## src/hw/rtl/sesp_pkg.sv

```systemverilog
// ----------------------------------------------------------------------------
// Structural similarity edge prune: shared package
// Widths, codes and item types used across the edge prune block.
// ----------------------------------------------------------------------------
package sesp_pkg;

	localparam int DEG_BITS   = 20;
	localparam int EPS_W      = 16;
	localparam int MIN_W      = DEG_BITS;
	localparam int SD_W       = DEG_BITS + 1;
	localparam int ED_W       = DEG_BITS + 2;
	localparam int MUL_W      = (DEG_BITS > EPS_W) ? DEG_BITS : EPS_W;
	localparam int PROD_W     = 2 * MUL_W;
	localparam int TEST_W     = DEG_BITS + EPS_W;
	localparam int P_W        = 2 * DEG_BITS + EPS_W;
	localparam int TRIAL_W    = P_W + 2;
	localparam int SQ_W       = EPS_W + 2 * (DEG_BITS - 1);
	localparam int ITER_W     = $clog2(DEG_BITS);
	localparam int CFG_IDX_W  = 2;
	localparam int CFG_DATA_W = (MIN_W > EPS_W) ? MIN_W : EPS_W;

	localparam logic [DEG_BITS-1:0] SIMILAR_LIMIT = DEG_BITS'(2);

	localparam logic [EPS_W-1:0] EPS_NUM_RST = EPS_W'(1);
	localparam logic [EPS_W-1:0] EPS_DEN_RST = EPS_W'(4);
	localparam logic [MIN_W-1:0] MIN_SIM_RST = MIN_W'(2);

	typedef enum logic [CFG_IDX_W-1:0] {
		CFG_EPS_NUM     = 2'd0,
		CFG_EPS_DEN     = 2'd1,
		CFG_MIN_SIMILAR = 2'd2
	} cfg_idx_t;

	typedef enum logic [1:0] {
		CLS_NOT_SIMILAR = 2'd0,
		CLS_SIMILAR     = 2'd1,
		CLS_UNDECIDED   = 2'd2
	} edge_class_t;

	typedef enum logic [1:0] {
		VS_UNKNOWN  = 2'd0,
		VS_CORE     = 2'd1,
		VS_NON_CORE = 2'd2
	} vertex_status_t;

	typedef enum logic [2:0] {
		MUL_IDLE  = 3'd0,
		MUL_A_B2  = 3'd1,
		MUL_B_A2  = 3'd2,
		MUL_A_B   = 3'd3,
		MUL_LO_A2 = 3'd4,
		MUL_HI_A2 = 3'd5,
		MUL_SUM   = 3'd6
	} mul_op_t;

	typedef struct packed {
		logic        accept;
		logic        update;
		edge_class_t cls;
		logic        last;
	} stats_ctl_t;

	typedef struct packed {
		logic [DEG_BITS-1:0] deg_self;
		logic [DEG_BITS-1:0] deg_neighbour;
		logic                last_edge;
	} edge_item_t;

	typedef struct packed {
		edge_class_t         edge_class;
		logic [DEG_BITS-1:0] cn_bound;
		logic                last_out;
		vertex_status_t      vertex_status;
	} res_item_t;

endpackage

```

## src/hw/rtl/structural_similarity_edge_prune_core.sv

```systemverilog
// ----------------------------------------------------------------------------
// Structural similarity edge prune core
// Classes each streamed edge against the epsilon-squared degree bound, gives
// the exact common-neighbour lower bound, and reports vertex core status.
//
//   channel   handshake               payload        direction
//   edge      edge_valid/edge_ready   edge_item      in
//   res       res_valid/res_ready     res_item       out
//   cfg       cfg_we                  cfg_idx/wdata  in
//
// An item goes through six steps on the shared multiplier. When the degree
// test passes, the ceiling root unit then gives one result bit per cycle
// (DEG_BITS bits in all), and a final step loads the result register.
// One item at a time; edge_ready is high only while idle.
// The result register frees the core: a new item is taken while a result waits.
// A stalled result holds the core in its final step until res_ready.
// Reset (arst_n low) restores the register defaults and opens a new vertex.
// ----------------------------------------------------------------------------
module structural_similarity_edge_prune_core (
	input  logic                            clk,
	input  logic                            arst_n,
	input  logic                            edge_valid,
	output logic                            edge_ready,
	input  sesp_pkg::edge_item_t            edge_item,
	output logic                            res_valid,
	input  logic                            res_ready,
	output sesp_pkg::res_item_t             res_item,
	input  logic                            cfg_we,
	input  logic [sesp_pkg::CFG_IDX_W-1:0]  cfg_idx,
	input  logic [sesp_pkg::CFG_DATA_W-1:0] cfg_wdata
);

	typedef enum logic [8:0] {
		ST_IDLE = 9'b000000001,
		ST_AB2  = 9'b000000010,
		ST_BA2  = 9'b000000100,
		ST_AB   = 9'b000001000,
		ST_LO   = 9'b000010000,
		ST_HI   = 9'b000100000,
		ST_SUM  = 9'b001000000,
		ST_ROOT = 9'b010000000,
		ST_DONE = 9'b100000000
	} state_t;

	state_t                          state_q;
	state_t                          state_d;
	sesp_pkg::mul_op_t               op;
	logic [sesp_pkg::EPS_W-1:0]      eps_num_q;
	logic [sesp_pkg::EPS_W-1:0]      eps_den_q;
	logic [sesp_pkg::MIN_W-1:0]      min_sim_q;
	logic [sesp_pkg::DEG_BITS-1:0]   a_q;
	logic [sesp_pkg::DEG_BITS-1:0]   b_q;
	logic                            last_q;
	logic                            accept;
	logic                            finish;
	logic                            not_sim;
	logic [sesp_pkg::P_W-1:0]        p;
	logic                            root_start;
	logic                            root_busy;
	logic [sesp_pkg::DEG_BITS-1:0]   c;
	sesp_pkg::edge_class_t           cls;
	sesp_pkg::vertex_status_t        status;
	sesp_pkg::stats_ctl_t            stats_ctl;
	logic                            res_valid_q;
	sesp_pkg::res_item_t             res_item_q;

	assign edge_ready = (state_q == ST_IDLE);
	assign accept     = edge_valid && edge_ready;
	assign finish     = (state_q == ST_DONE) && (!res_valid_q || res_ready);
	assign root_start = (state_q == ST_SUM) && !not_sim;

	always_ff @(posedge clk or negedge arst_n) begin
		if (!arst_n) begin
			eps_num_q <= sesp_pkg::EPS_NUM_RST;
			eps_den_q <= sesp_pkg::EPS_DEN_RST;
			min_sim_q <= sesp_pkg::MIN_SIM_RST;
		end else if (cfg_we) begin
			unique case (cfg_idx)
				sesp_pkg::CFG_EPS_NUM: eps_num_q <= cfg_wdata[sesp_pkg::EPS_W-1:0];
				sesp_pkg::CFG_EPS_DEN: eps_den_q <= cfg_wdata[sesp_pkg::EPS_W-1:0];
				sesp_pkg::CFG_MIN_SIMILAR: min_sim_q <= cfg_wdata[sesp_pkg::MIN_W-1:0];
				default: begin
				end
			endcase
		end
	end

	always_comb begin
		state_d = state_q;
		op      = sesp_pkg::MUL_IDLE;
		unique case (state_q)
			ST_IDLE: begin
				if (accept) begin
					state_d = ST_AB2;
				end
			end
			ST_AB2: begin
				op      = sesp_pkg::MUL_A_B2;
				state_d = ST_BA2;
			end
			ST_BA2: begin
				op      = sesp_pkg::MUL_B_A2;
				state_d = ST_AB;
			end
			ST_AB: begin
				op      = sesp_pkg::MUL_A_B;
				state_d = ST_LO;
			end
			ST_LO: begin
				op      = sesp_pkg::MUL_LO_A2;
				state_d = ST_HI;
			end
			ST_HI: begin
				op      = sesp_pkg::MUL_HI_A2;
				state_d = ST_SUM;
			end
			ST_SUM: begin
				op      = sesp_pkg::MUL_SUM;
				state_d = not_sim ? ST_DONE : ST_ROOT;
			end
			ST_ROOT: begin
				if (!root_busy) begin
					state_d = ST_DONE;
				end
			end
			ST_DONE: begin
				if (finish) begin
					state_d = ST_IDLE;
				end
			end
			default: begin
				state_d = ST_IDLE;
			end
		endcase
	end

	always_ff @(posedge clk or negedge arst_n) begin
		if (!arst_n) begin
			state_q <= ST_IDLE;
		end else begin
			state_q <= state_d;
		end
	end

	always_ff @(posedge clk) begin
		if (accept) begin
			if (edge_item.deg_self < edge_item.deg_neighbour) begin
				a_q <= edge_item.deg_self;
				b_q <= edge_item.deg_neighbour;
			end else begin
				a_q <= edge_item.deg_neighbour;
				b_q <= edge_item.deg_self;
			end
			last_q <= edge_item.last_edge;
		end
	end

	sesp_mul u_mul (
		.clk     (clk),
		.op      (op),
		.a       (a_q),
		.b       (b_q),
		.eps_num (eps_num_q),
		.eps_den (eps_den_q),
		.not_sim (not_sim),
		.p       (p)
	);

	sesp_root u_root (
		.clk     (clk),
		.arst_n  (arst_n),
		.start   (root_start),
		.eps_den (eps_den_q),
		.p       (p),
		.busy    (root_busy),
		.c       (c)
	);

	always_comb begin
		priority if (not_sim) begin
			cls = sesp_pkg::CLS_NOT_SIMILAR;
		end else if (c <= sesp_pkg::SIMILAR_LIMIT) begin
			cls = sesp_pkg::CLS_SIMILAR;
		end else begin
			cls = sesp_pkg::CLS_UNDECIDED;
		end
	end

	assign stats_ctl.accept = accept;
	assign stats_ctl.update = finish;
	assign stats_ctl.cls    = cls;
	assign stats_ctl.last   = last_q;

	sesp_stats u_stats (
		.clk         (clk),
		.arst_n      (arst_n),
		.ctl         (stats_ctl),
		.deg_self    (edge_item.deg_self),
		.min_similar (min_sim_q),
		.status      (status)
	);

	always_ff @(posedge clk or negedge arst_n) begin
		if (!arst_n) begin
			res_valid_q <= 1'b0;
		end else if (finish) begin
			res_valid_q <= 1'b1;
		end else if (res_ready) begin
			res_valid_q <= 1'b0;
		end
	end

	always_ff @(posedge clk) begin
		if (finish) begin
			res_item_q.edge_class    <= cls;
			res_item_q.cn_bound      <= (cls == sesp_pkg::CLS_UNDECIDED) ? c : '0;
			res_item_q.last_out      <= last_q;
			res_item_q.vertex_status <= status;
		end
	end

	assign res_valid = res_valid_q;
	assign res_item  = res_item_q;

endmodule

```

## src/hw/rtl/sesp_mul.sv

```systemverilog
// ----------------------------------------------------------------------------
// Shared multiplier
// One registered multiplier stepped through the degree products, the
// similarity test compare and assembly of the a*b*a2 target.
// ----------------------------------------------------------------------------
module sesp_mul (
	input  logic                         clk,
	input  sesp_pkg::mul_op_t            op,
	input  logic [sesp_pkg::DEG_BITS-1:0] a,
	input  logic [sesp_pkg::DEG_BITS-1:0] b,
	input  logic [sesp_pkg::EPS_W-1:0]    eps_num,
	input  logic [sesp_pkg::EPS_W-1:0]    eps_den,
	output logic                         not_sim,
	output logic [sesp_pkg::P_W-1:0]      p
);

	logic [sesp_pkg::MUL_W-1:0]    x;
	logic [sesp_pkg::MUL_W-1:0]    y;
	logic [sesp_pkg::PROD_W-1:0]   prod_d;
	logic [sesp_pkg::PROD_W-1:0]   prod_q;
	logic [sesp_pkg::TEST_W-1:0]   part_q;
	logic [sesp_pkg::DEG_BITS-1:0] hi_q;
	logic                          not_sim_q;
	logic [sesp_pkg::P_W-1:0]      p_q;

	always_comb begin
		unique case (op)
			sesp_pkg::MUL_A_B2: begin
				x = sesp_pkg::MUL_W'(a);
				y = sesp_pkg::MUL_W'(eps_den);
			end
			sesp_pkg::MUL_B_A2: begin
				x = sesp_pkg::MUL_W'(b);
				y = sesp_pkg::MUL_W'(eps_num);
			end
			sesp_pkg::MUL_A_B: begin
				x = sesp_pkg::MUL_W'(a);
				y = sesp_pkg::MUL_W'(b);
			end
			sesp_pkg::MUL_LO_A2: begin
				x = sesp_pkg::MUL_W'(prod_q[sesp_pkg::DEG_BITS-1:0]);
				y = sesp_pkg::MUL_W'(eps_num);
			end
			sesp_pkg::MUL_HI_A2: begin
				x = sesp_pkg::MUL_W'(hi_q);
				y = sesp_pkg::MUL_W'(eps_num);
			end
			default: begin
				x = '0;
				y = '0;
			end
		endcase
	end

	assign prod_d = {{sesp_pkg::MUL_W{1'b0}}, x} * {{sesp_pkg::MUL_W{1'b0}}, y};

	always_ff @(posedge clk) begin
		prod_q <= prod_d;
		unique case (op)
			sesp_pkg::MUL_B_A2: begin
				part_q <= prod_q[sesp_pkg::TEST_W-1:0];
			end
			sesp_pkg::MUL_A_B: begin
				not_sim_q <= part_q < prod_q[sesp_pkg::TEST_W-1:0];
			end
			sesp_pkg::MUL_LO_A2: begin
				hi_q <= prod_q[2*sesp_pkg::DEG_BITS-1:sesp_pkg::DEG_BITS];
			end
			sesp_pkg::MUL_HI_A2: begin
				part_q <= prod_q[sesp_pkg::TEST_W-1:0];
			end
			sesp_pkg::MUL_SUM: begin
				p_q <= sesp_pkg::P_W'(part_q)
					+ (sesp_pkg::P_W'(prod_q[sesp_pkg::TEST_W-1:0]) << sesp_pkg::DEG_BITS);
			end
			default: begin
			end
		endcase
	end

	assign not_sim = not_sim_q;
	assign p       = p_q;

endmodule

```

## src/hw/rtl/sesp_root.sv

```systemverilog
// ----------------------------------------------------------------------------
// Ceiling root unit
// Bit-serial search for the least c with c*c*b2 >= p, one result bit per
// cycle from the top, using running square and cross terms (no multiplier).
// ----------------------------------------------------------------------------
module sesp_root (
	input  logic                          clk,
	input  logic                          arst_n,
	input  logic                          start,
	input  logic [sesp_pkg::EPS_W-1:0]    eps_den,
	input  logic [sesp_pkg::P_W-1:0]      p,
	output logic                          busy,
	output logic [sesp_pkg::DEG_BITS-1:0] c
);

	logic                          busy_q;
	logic [sesp_pkg::ITER_W-1:0]   k_q;
	logic [sesp_pkg::P_W-1:0]      s_q;
	logic [sesp_pkg::P_W-1:0]      lin_q;
	logic [sesp_pkg::SQ_W-1:0]     sq_q;
	logic [sesp_pkg::DEG_BITS-1:0] c_q;
	logic [sesp_pkg::TRIAL_W-1:0]  trial;
	logic                          take;

	// trial = (c + 2^k)^2 * b2
	assign trial = sesp_pkg::TRIAL_W'(s_q) + sesp_pkg::TRIAL_W'(lin_q)
		+ sesp_pkg::TRIAL_W'(sq_q);
	assign take  = trial < sesp_pkg::TRIAL_W'(p);

	always_ff @(posedge clk or negedge arst_n) begin
		if (!arst_n) begin
			busy_q <= 1'b0;
		end else if (start) begin
			busy_q <= 1'b1;
		end else if (busy_q && k_q == '0) begin
			busy_q <= 1'b0;
		end
	end

	always_ff @(posedge clk) begin
		if (start) begin
			k_q   <= sesp_pkg::ITER_W'(sesp_pkg::DEG_BITS - 1);
			s_q   <= '0;
			lin_q <= '0;
			sq_q  <= sesp_pkg::SQ_W'(eps_den) << (2 * (sesp_pkg::DEG_BITS - 1));
			c_q   <= '0;
		end else if (busy_q) begin
			k_q   <= k_q - sesp_pkg::ITER_W'(1);
			if (take) begin
				s_q   <= trial[sesp_pkg::P_W-1:0];
				lin_q <= (lin_q >> 1) + sesp_pkg::P_W'(sq_q);
			end else begin
				lin_q <= lin_q >> 1;
			end
			sq_q  <= sq_q >> 2;
			c_q   <= {c_q[sesp_pkg::DEG_BITS-2:0], take};
		end
	end

	assign busy = busy_q;
	assign c    = (p == '0) ? '0 : c_q + sesp_pkg::DEG_BITS'(1);

endmodule

```

## src/hw/rtl/sesp_stats.sv

```systemverilog
// ----------------------------------------------------------------------------
// Vertex statistics
// Similar count and possible-similar count over one adjacency list, and the
// core decision on the list's last edge.
// ----------------------------------------------------------------------------
module sesp_stats (
	input  logic                          clk,
	input  logic                          arst_n,
	input  sesp_pkg::stats_ctl_t          ctl,
	input  logic [sesp_pkg::DEG_BITS-1:0] deg_self,
	input  logic [sesp_pkg::MIN_W-1:0]    min_similar,
	output sesp_pkg::vertex_status_t      status
);

	localparam logic [sesp_pkg::ED_W-1:0] ED_MIN = {1'b1, {(sesp_pkg::ED_W-1){1'b0}}};

	logic                        first_q;
	logic [sesp_pkg::SD_W-1:0]   sd_q;
	logic [sesp_pkg::ED_W-1:0]   ed_q;
	logic [sesp_pkg::SD_W-1:0]   sd_nx;
	logic [sesp_pkg::ED_W-1:0]   ed_nx;

	always_comb begin
		sd_nx = sd_q;
		ed_nx = ed_q;
		if (ctl.cls == sesp_pkg::CLS_SIMILAR && sd_q != '1) begin
			sd_nx = sd_q + sesp_pkg::SD_W'(1);
		end
		if (ctl.cls == sesp_pkg::CLS_NOT_SIMILAR && ed_q != ED_MIN) begin
			ed_nx = ed_q - sesp_pkg::ED_W'(1);
		end
	end

	always_comb begin
		priority if (!ctl.last) begin
			status = sesp_pkg::VS_UNKNOWN;
		end else if (sd_nx >= sesp_pkg::SD_W'(min_similar)) begin
			status = sesp_pkg::VS_CORE;
		end else if (ed_nx[sesp_pkg::ED_W-1]
			|| ed_nx[sesp_pkg::ED_W-2:0] < (sesp_pkg::ED_W-1)'(min_similar)) begin
			status = sesp_pkg::VS_NON_CORE;
		end else begin
			status = sesp_pkg::VS_UNKNOWN;
		end
	end

	always_ff @(posedge clk or negedge arst_n) begin
		if (!arst_n) begin
			first_q <= 1'b1;
			sd_q    <= '0;
			ed_q    <= '0;
		end else if (ctl.accept && first_q) begin
			sd_q <= '0;
			ed_q <= sesp_pkg::ED_W'(deg_self) - sesp_pkg::ED_W'(1);
		end else if (ctl.update) begin
			first_q <= ctl.last;
			sd_q    <= sd_nx;
			ed_q    <= ed_nx;
		end
	end

endmodule

```

## config.mk

```make
export PLATFORM = sky130hd
export DESIGN_NAME = structural_similarity_edge_prune_core
export DESIGN_NICKNAME = d
export VERILOG_FILES = /design/src/hw/rtl/sesp_pkg.sv /design/src/hw/rtl/structural_similarity_edge_prune_core.sv /design/src/hw/rtl/sesp_mul.sv /design/src/hw/rtl/sesp_root.sv /design/src/hw/rtl/sesp_stats.sv
export SDC_FILE = /design/constraint.sdc
export NUM_CORES = 2
export LEC_CHECK = 0
export CORE_ASPECT_RATIO = 0.6
export CORE_MARGIN = 2
export CORE_UTILIZATION = 30
export DETAILED_ROUTE_END_ITERATION = 10
export DONT_BUFFER_PORTS = 1
export PLACE_DENSITY_LB_ADDON = 0.05
export SLEW_MARGIN = 20
export SYNTH_ARGS = -nofsm -noshare
export SYNTH_HDL_FRONTEND = slang
export SYNTH_SLANG_ARGS = --single-unit
```

## constraint.sdc

```tcl
create_clock -name clk -period 13 [get_ports clk]
set_input_delay 0.65 -clock clk [delete_from_list [all_inputs] [get_ports clk]]
set_output_delay 0.65 -clock clk [all_outputs]
set_load 0.1 [all_outputs]
```

==> out/results.tsv <==
stage	metric	value	unit
outcome	status	finished clean	
synth	EDFF count, synth	195	
critical_path	CP max stage delay	840	ps
route	Routed Antenna Nets	0	
run	maxcap violations	0	
place	final RePlAce weighted congestion	0.9119	
global_route	vias in the first global route	37240	
global_route	largest net degree at the start of global routing	108	
power_and_ir_drop	pwr dens	93.58	mW/mm²
timing	Tmin final	10740	ps
cts	Clock Path Buffers	3	
critical_path	CP Data Required Time	13650	ps
route	DRT iter0 DRCs	3071	
synth	Yosys cell types	91	
route	Residual DRC	0	
timing	Slew Limit Fails	0	
final_layout	Filler Cell Count	16601	
floorplanning	Die ar.	0.1617	mm²
route	TritonRoute pass-1 iters	5	
route	DRT Wirelength	178300	µm
final_layout	Final nets	6148	
floorplanning	initial core utilization	0.3011	
timing	Total Negative Setup Slacks	0	ps
timing	Slew HR	0.1750	
place	placed inst area	0.04992	mm²
final_layout	layout cell share with drive strength beyond 1	0.06087	
cts	Inserted Clock Buffers	58	
route	via count	38155	
timing	Fin Clk Skew	99.68	ps
timing	setup violators final	0	
critical_path	CP Capture Type	flop	
critical_path	Worst path slowest cell	nor3b_1	
global_route	overall routing resource usage	0.2182	
place	Port Buffers	0	
cts	H-tree depth	2	
global_route	first-pass GRT wire length	263000	µm
synth	Syn Area/Cell	8.875	µm²
power_and_ir_drop	P_sw	0.001700	W
critical_path	startpoint types	flop	
power_and_ir_drop	LEAKAGE	24.01	nW
final_layout	most frequent cells in the layout	657 x nand2_1, 599 x inv_1, 483 x ha_1	
critical_path	critical-path maximum fanout	22	
synth	Mapped Area	0.04751	mm²
global_route	Overflow after GRT	0	
global_route	antenna violations before repair	16	
synth	register area share after synthesis	0.2703	
synth	Synth Flop Type	dfxtp_1	
synth	Mapped Cells	5353	
timing	setup ws final	2261	ps
power_and_ir_drop	total power	0.004865	W
power_and_ir_drop	cell-internal power	0.003165	W
cts	Clock Pin Slew Worst Setup and Hold Paths	70	ps
final_layout	area delta synth->final	9.436	%
hold_path	Worst Hold Class	in2reg	
timing	Hold WS	66.11	ps
place	Setup WS pre-CTS	2533	ps
route	WL per Instance	23.92	µm
cts	CTS tree	built	
critical_path	critical path arrival	11390	ps
cts	# resized after CTS	0	
synth	Synth warnings	0	
timing	final hold vios	0	
timing	final period utilization	0.8261	
critical_path	Crit Path Class	reg2reg	
place	hpwl dp	143200	µm
floorplanning	row cnt	113	
cts	clk_lat worst skew	730	ps
power_and_ir_drop	Sw Ratio	0.3495	
floorplanning	IO Pins	95	
power_and_ir_drop	sequential power share	0.418	
final_layout	commonest non-fill, non-tap cell in the layout	nand2_1	
cts	Sink Count	517	
cts	hold buffers post-CTS	4	
route	Via density	5.120	
timing	RSZ-0062 raised after global routing	no	
floorplanning	core area	0.1578	mm²
timing	Max Fclk	93.12	MHz
cts	CTS root buf	clkbuf_16	
final_layout	post-layout instance area	0.05199	mm²
power_and_ir_drop	Peak VDD IR	0.0001278	V
floorplanning	Die Y	312.3	µm
synth	syn_nets	6228	
floorplanning	Die X	517.8	µm
timing	worst slew pin tran	1226	ps
synth	Post-synth ARST share	0.2070	
power_and_ir_drop	Logic pwr share	0.217	
cts	post-CTS setup buffers	0	
power_and_ir_drop	Clock Power Share	0.365	
synth	Yosys reg bits	517	
[final cells by class]
type	instances	area [µm²]	area share
antenna	2	5.005	0.00009626
clock buffer	80	1624	0.03124
clock inverter	30	374.1	0.007195
inverter	601	2256	0.04339
multi-input combinational	4014	31590	0.6075
sequential	517	12850	0.2471
tap	2127	2661	0.05119
timing repair buffer	81	639.4	0.01230
[Yosys cell counts (30+ instances only)]
| cell type | count | area (µm²) |
|---|---|---|
| nor4_1 | 30 | 187.7 |
| o21a_1 | 34 | 255.2 |
| edfxtp_1 | 195 | 5856 |
| mux2i_1 | 106 | 1061 |
| ha_1 | 483 | 6043 |
| inv_1 | 600 | 2252 |
| or3_1 | 32 | 200.2 |
| a21o_1 | 137 | 1028 |
| o21ai_0 | 251 | 1256 |
| and2_1 | 37 | 231.5 |
| dfxtp_1 | 215 | 4304 |
| dfrtp_1 | 102 | 2552 |
| fa_1 | 324 | 6486 |
| xor2_1 | 92 | 805.8 |
| nand3_1 | 152 | 760.7 |
| nand2_1 | 657 | 2466 |
| nor3_1 | 58 | 290.3 |
| nor2_1 | 396 | 1486 |
| xnor2_1 | 206 | 1804 |
| nor2b_1 | 36 | 225.2 |
| nand4_1 | 70 | 437.9 |
| and3_1 | 33 | 206.5 |
| and4_1 | 33 | 289.0 |
| nand2b_1 | 33 | 206.5 |
| clkbuf_1 | 195 | 732.0 |
| a31oi_1 | 36 | 225.2 |
| o21bai_1 | 37 | 277.8 |
| mux2_2 | 90 | 1013 |
| a21oi_1 | 348 | 1742 |
[critical path, delay by kind of cell (launching register included)]
family | cells | cell delay, ps
AOI/OAI and AO/OA | 11 | 2530
adders and majority gates | 8 | 3950
buffers and inverters | 9 | 950
DFF | 1 | 470
and+or+nand+nor | 8 | 2730
[cell families (layout without fill, tap and decap cells)]
kind of cell | Yosys count | count (layout) | share of synthesized area
and+or+nand+nor | 1622 | 1622 | 0.1561
AOI/OAI and AO/OA | 1090 | 1090 | 0.1441
buffers and inverters | 822 | 792 | 0.06687
adders and majority gates | 807 | 807 | 0.2637
DFF | 517 | 517 | 0.2703
xor gates and xnor gates | 298 | 298 | 0.05494
muxes | 197 | 197 | 0.04390
other | 0 | 2 | 0
[power groups by stage]
stage	Combinational, W	Sequential (W)	Clock, W
global placement	0.00103	0.00207	0
finish	0.00105	0.00203	0.00178
detailed placement	0.00103	0.00206	0
floorplan	0.000653	0.00194	0
global route	0.00116	0.00204	0.00191
CTS	0.00105	0.00203	0.00184
[state kept, by name, indices dropped and copies added, names as in the netlist, 5 cells and up]
name	flops
a_q	20
u_stats.sd_q	21
b_q	20
u_mul.hi_q	20
u_root.k_q	5
min_sim_q	20
u_stats.ed_q	22
u_root.lin_q	56
eps_den_q	16
state_q	9
res_item	25
u_root.sq_q	54
u_root.s_q	56
u_mul.p	56
u_mul.prod_q	40
eps_num_q	16
u_mul.part_q	36
u_root.c_q	20
[metal layers]
metal  up-vias  GRT usage  part of all wire
met5         -          0           0.00016
met4         4    0.01979            0.0073
met3        85    0.04305             0.071
met2       964     0.2775              0.36
met1     18883     0.3725              0.56
li1      18219          -                 -
[path summary, 6_finish.rpt]
check / startpoint / to / slack, ps / depth (start not counted)
max: state_q[3]$_DFFE_PN0P_ / u_mul.prod_q[39]$_DFF_P_ / 2260 / 36
min in group asynchronous: arst_n / u_stats.ed_q[17]$_DFFE_PN0P_ / 510 / 2
max reg2reg: state_q[3]$_DFFE_PN0P_ / u_mul.prod_q[39]$_DFF_P_ / 2260 / 36
min reg2reg: u_mul.prod_q[38]$_DFF_P_ / u_mul.hi_q[18]$_DFFE_PN_ / 400 / 0
min: edge_item[21] / u_stats.ed_q[0]$_DFFE_PN0P_ / 70 / 1
max in group asynchronous: arst_n / eps_den_q[9]$_DFFE_PN0P_ / 11940 / 2
[per-stage QoR]
stage / util / cells
floorplan: - / 5353
global placement: 0.3164 / 7335
detailed placement: 0.3164 / 7335
CTS: 0.3294 / 7449
global route: 0.3295 / 7451
finish: 0.3295 / 7452
Power figures use the tool's default switching activity.
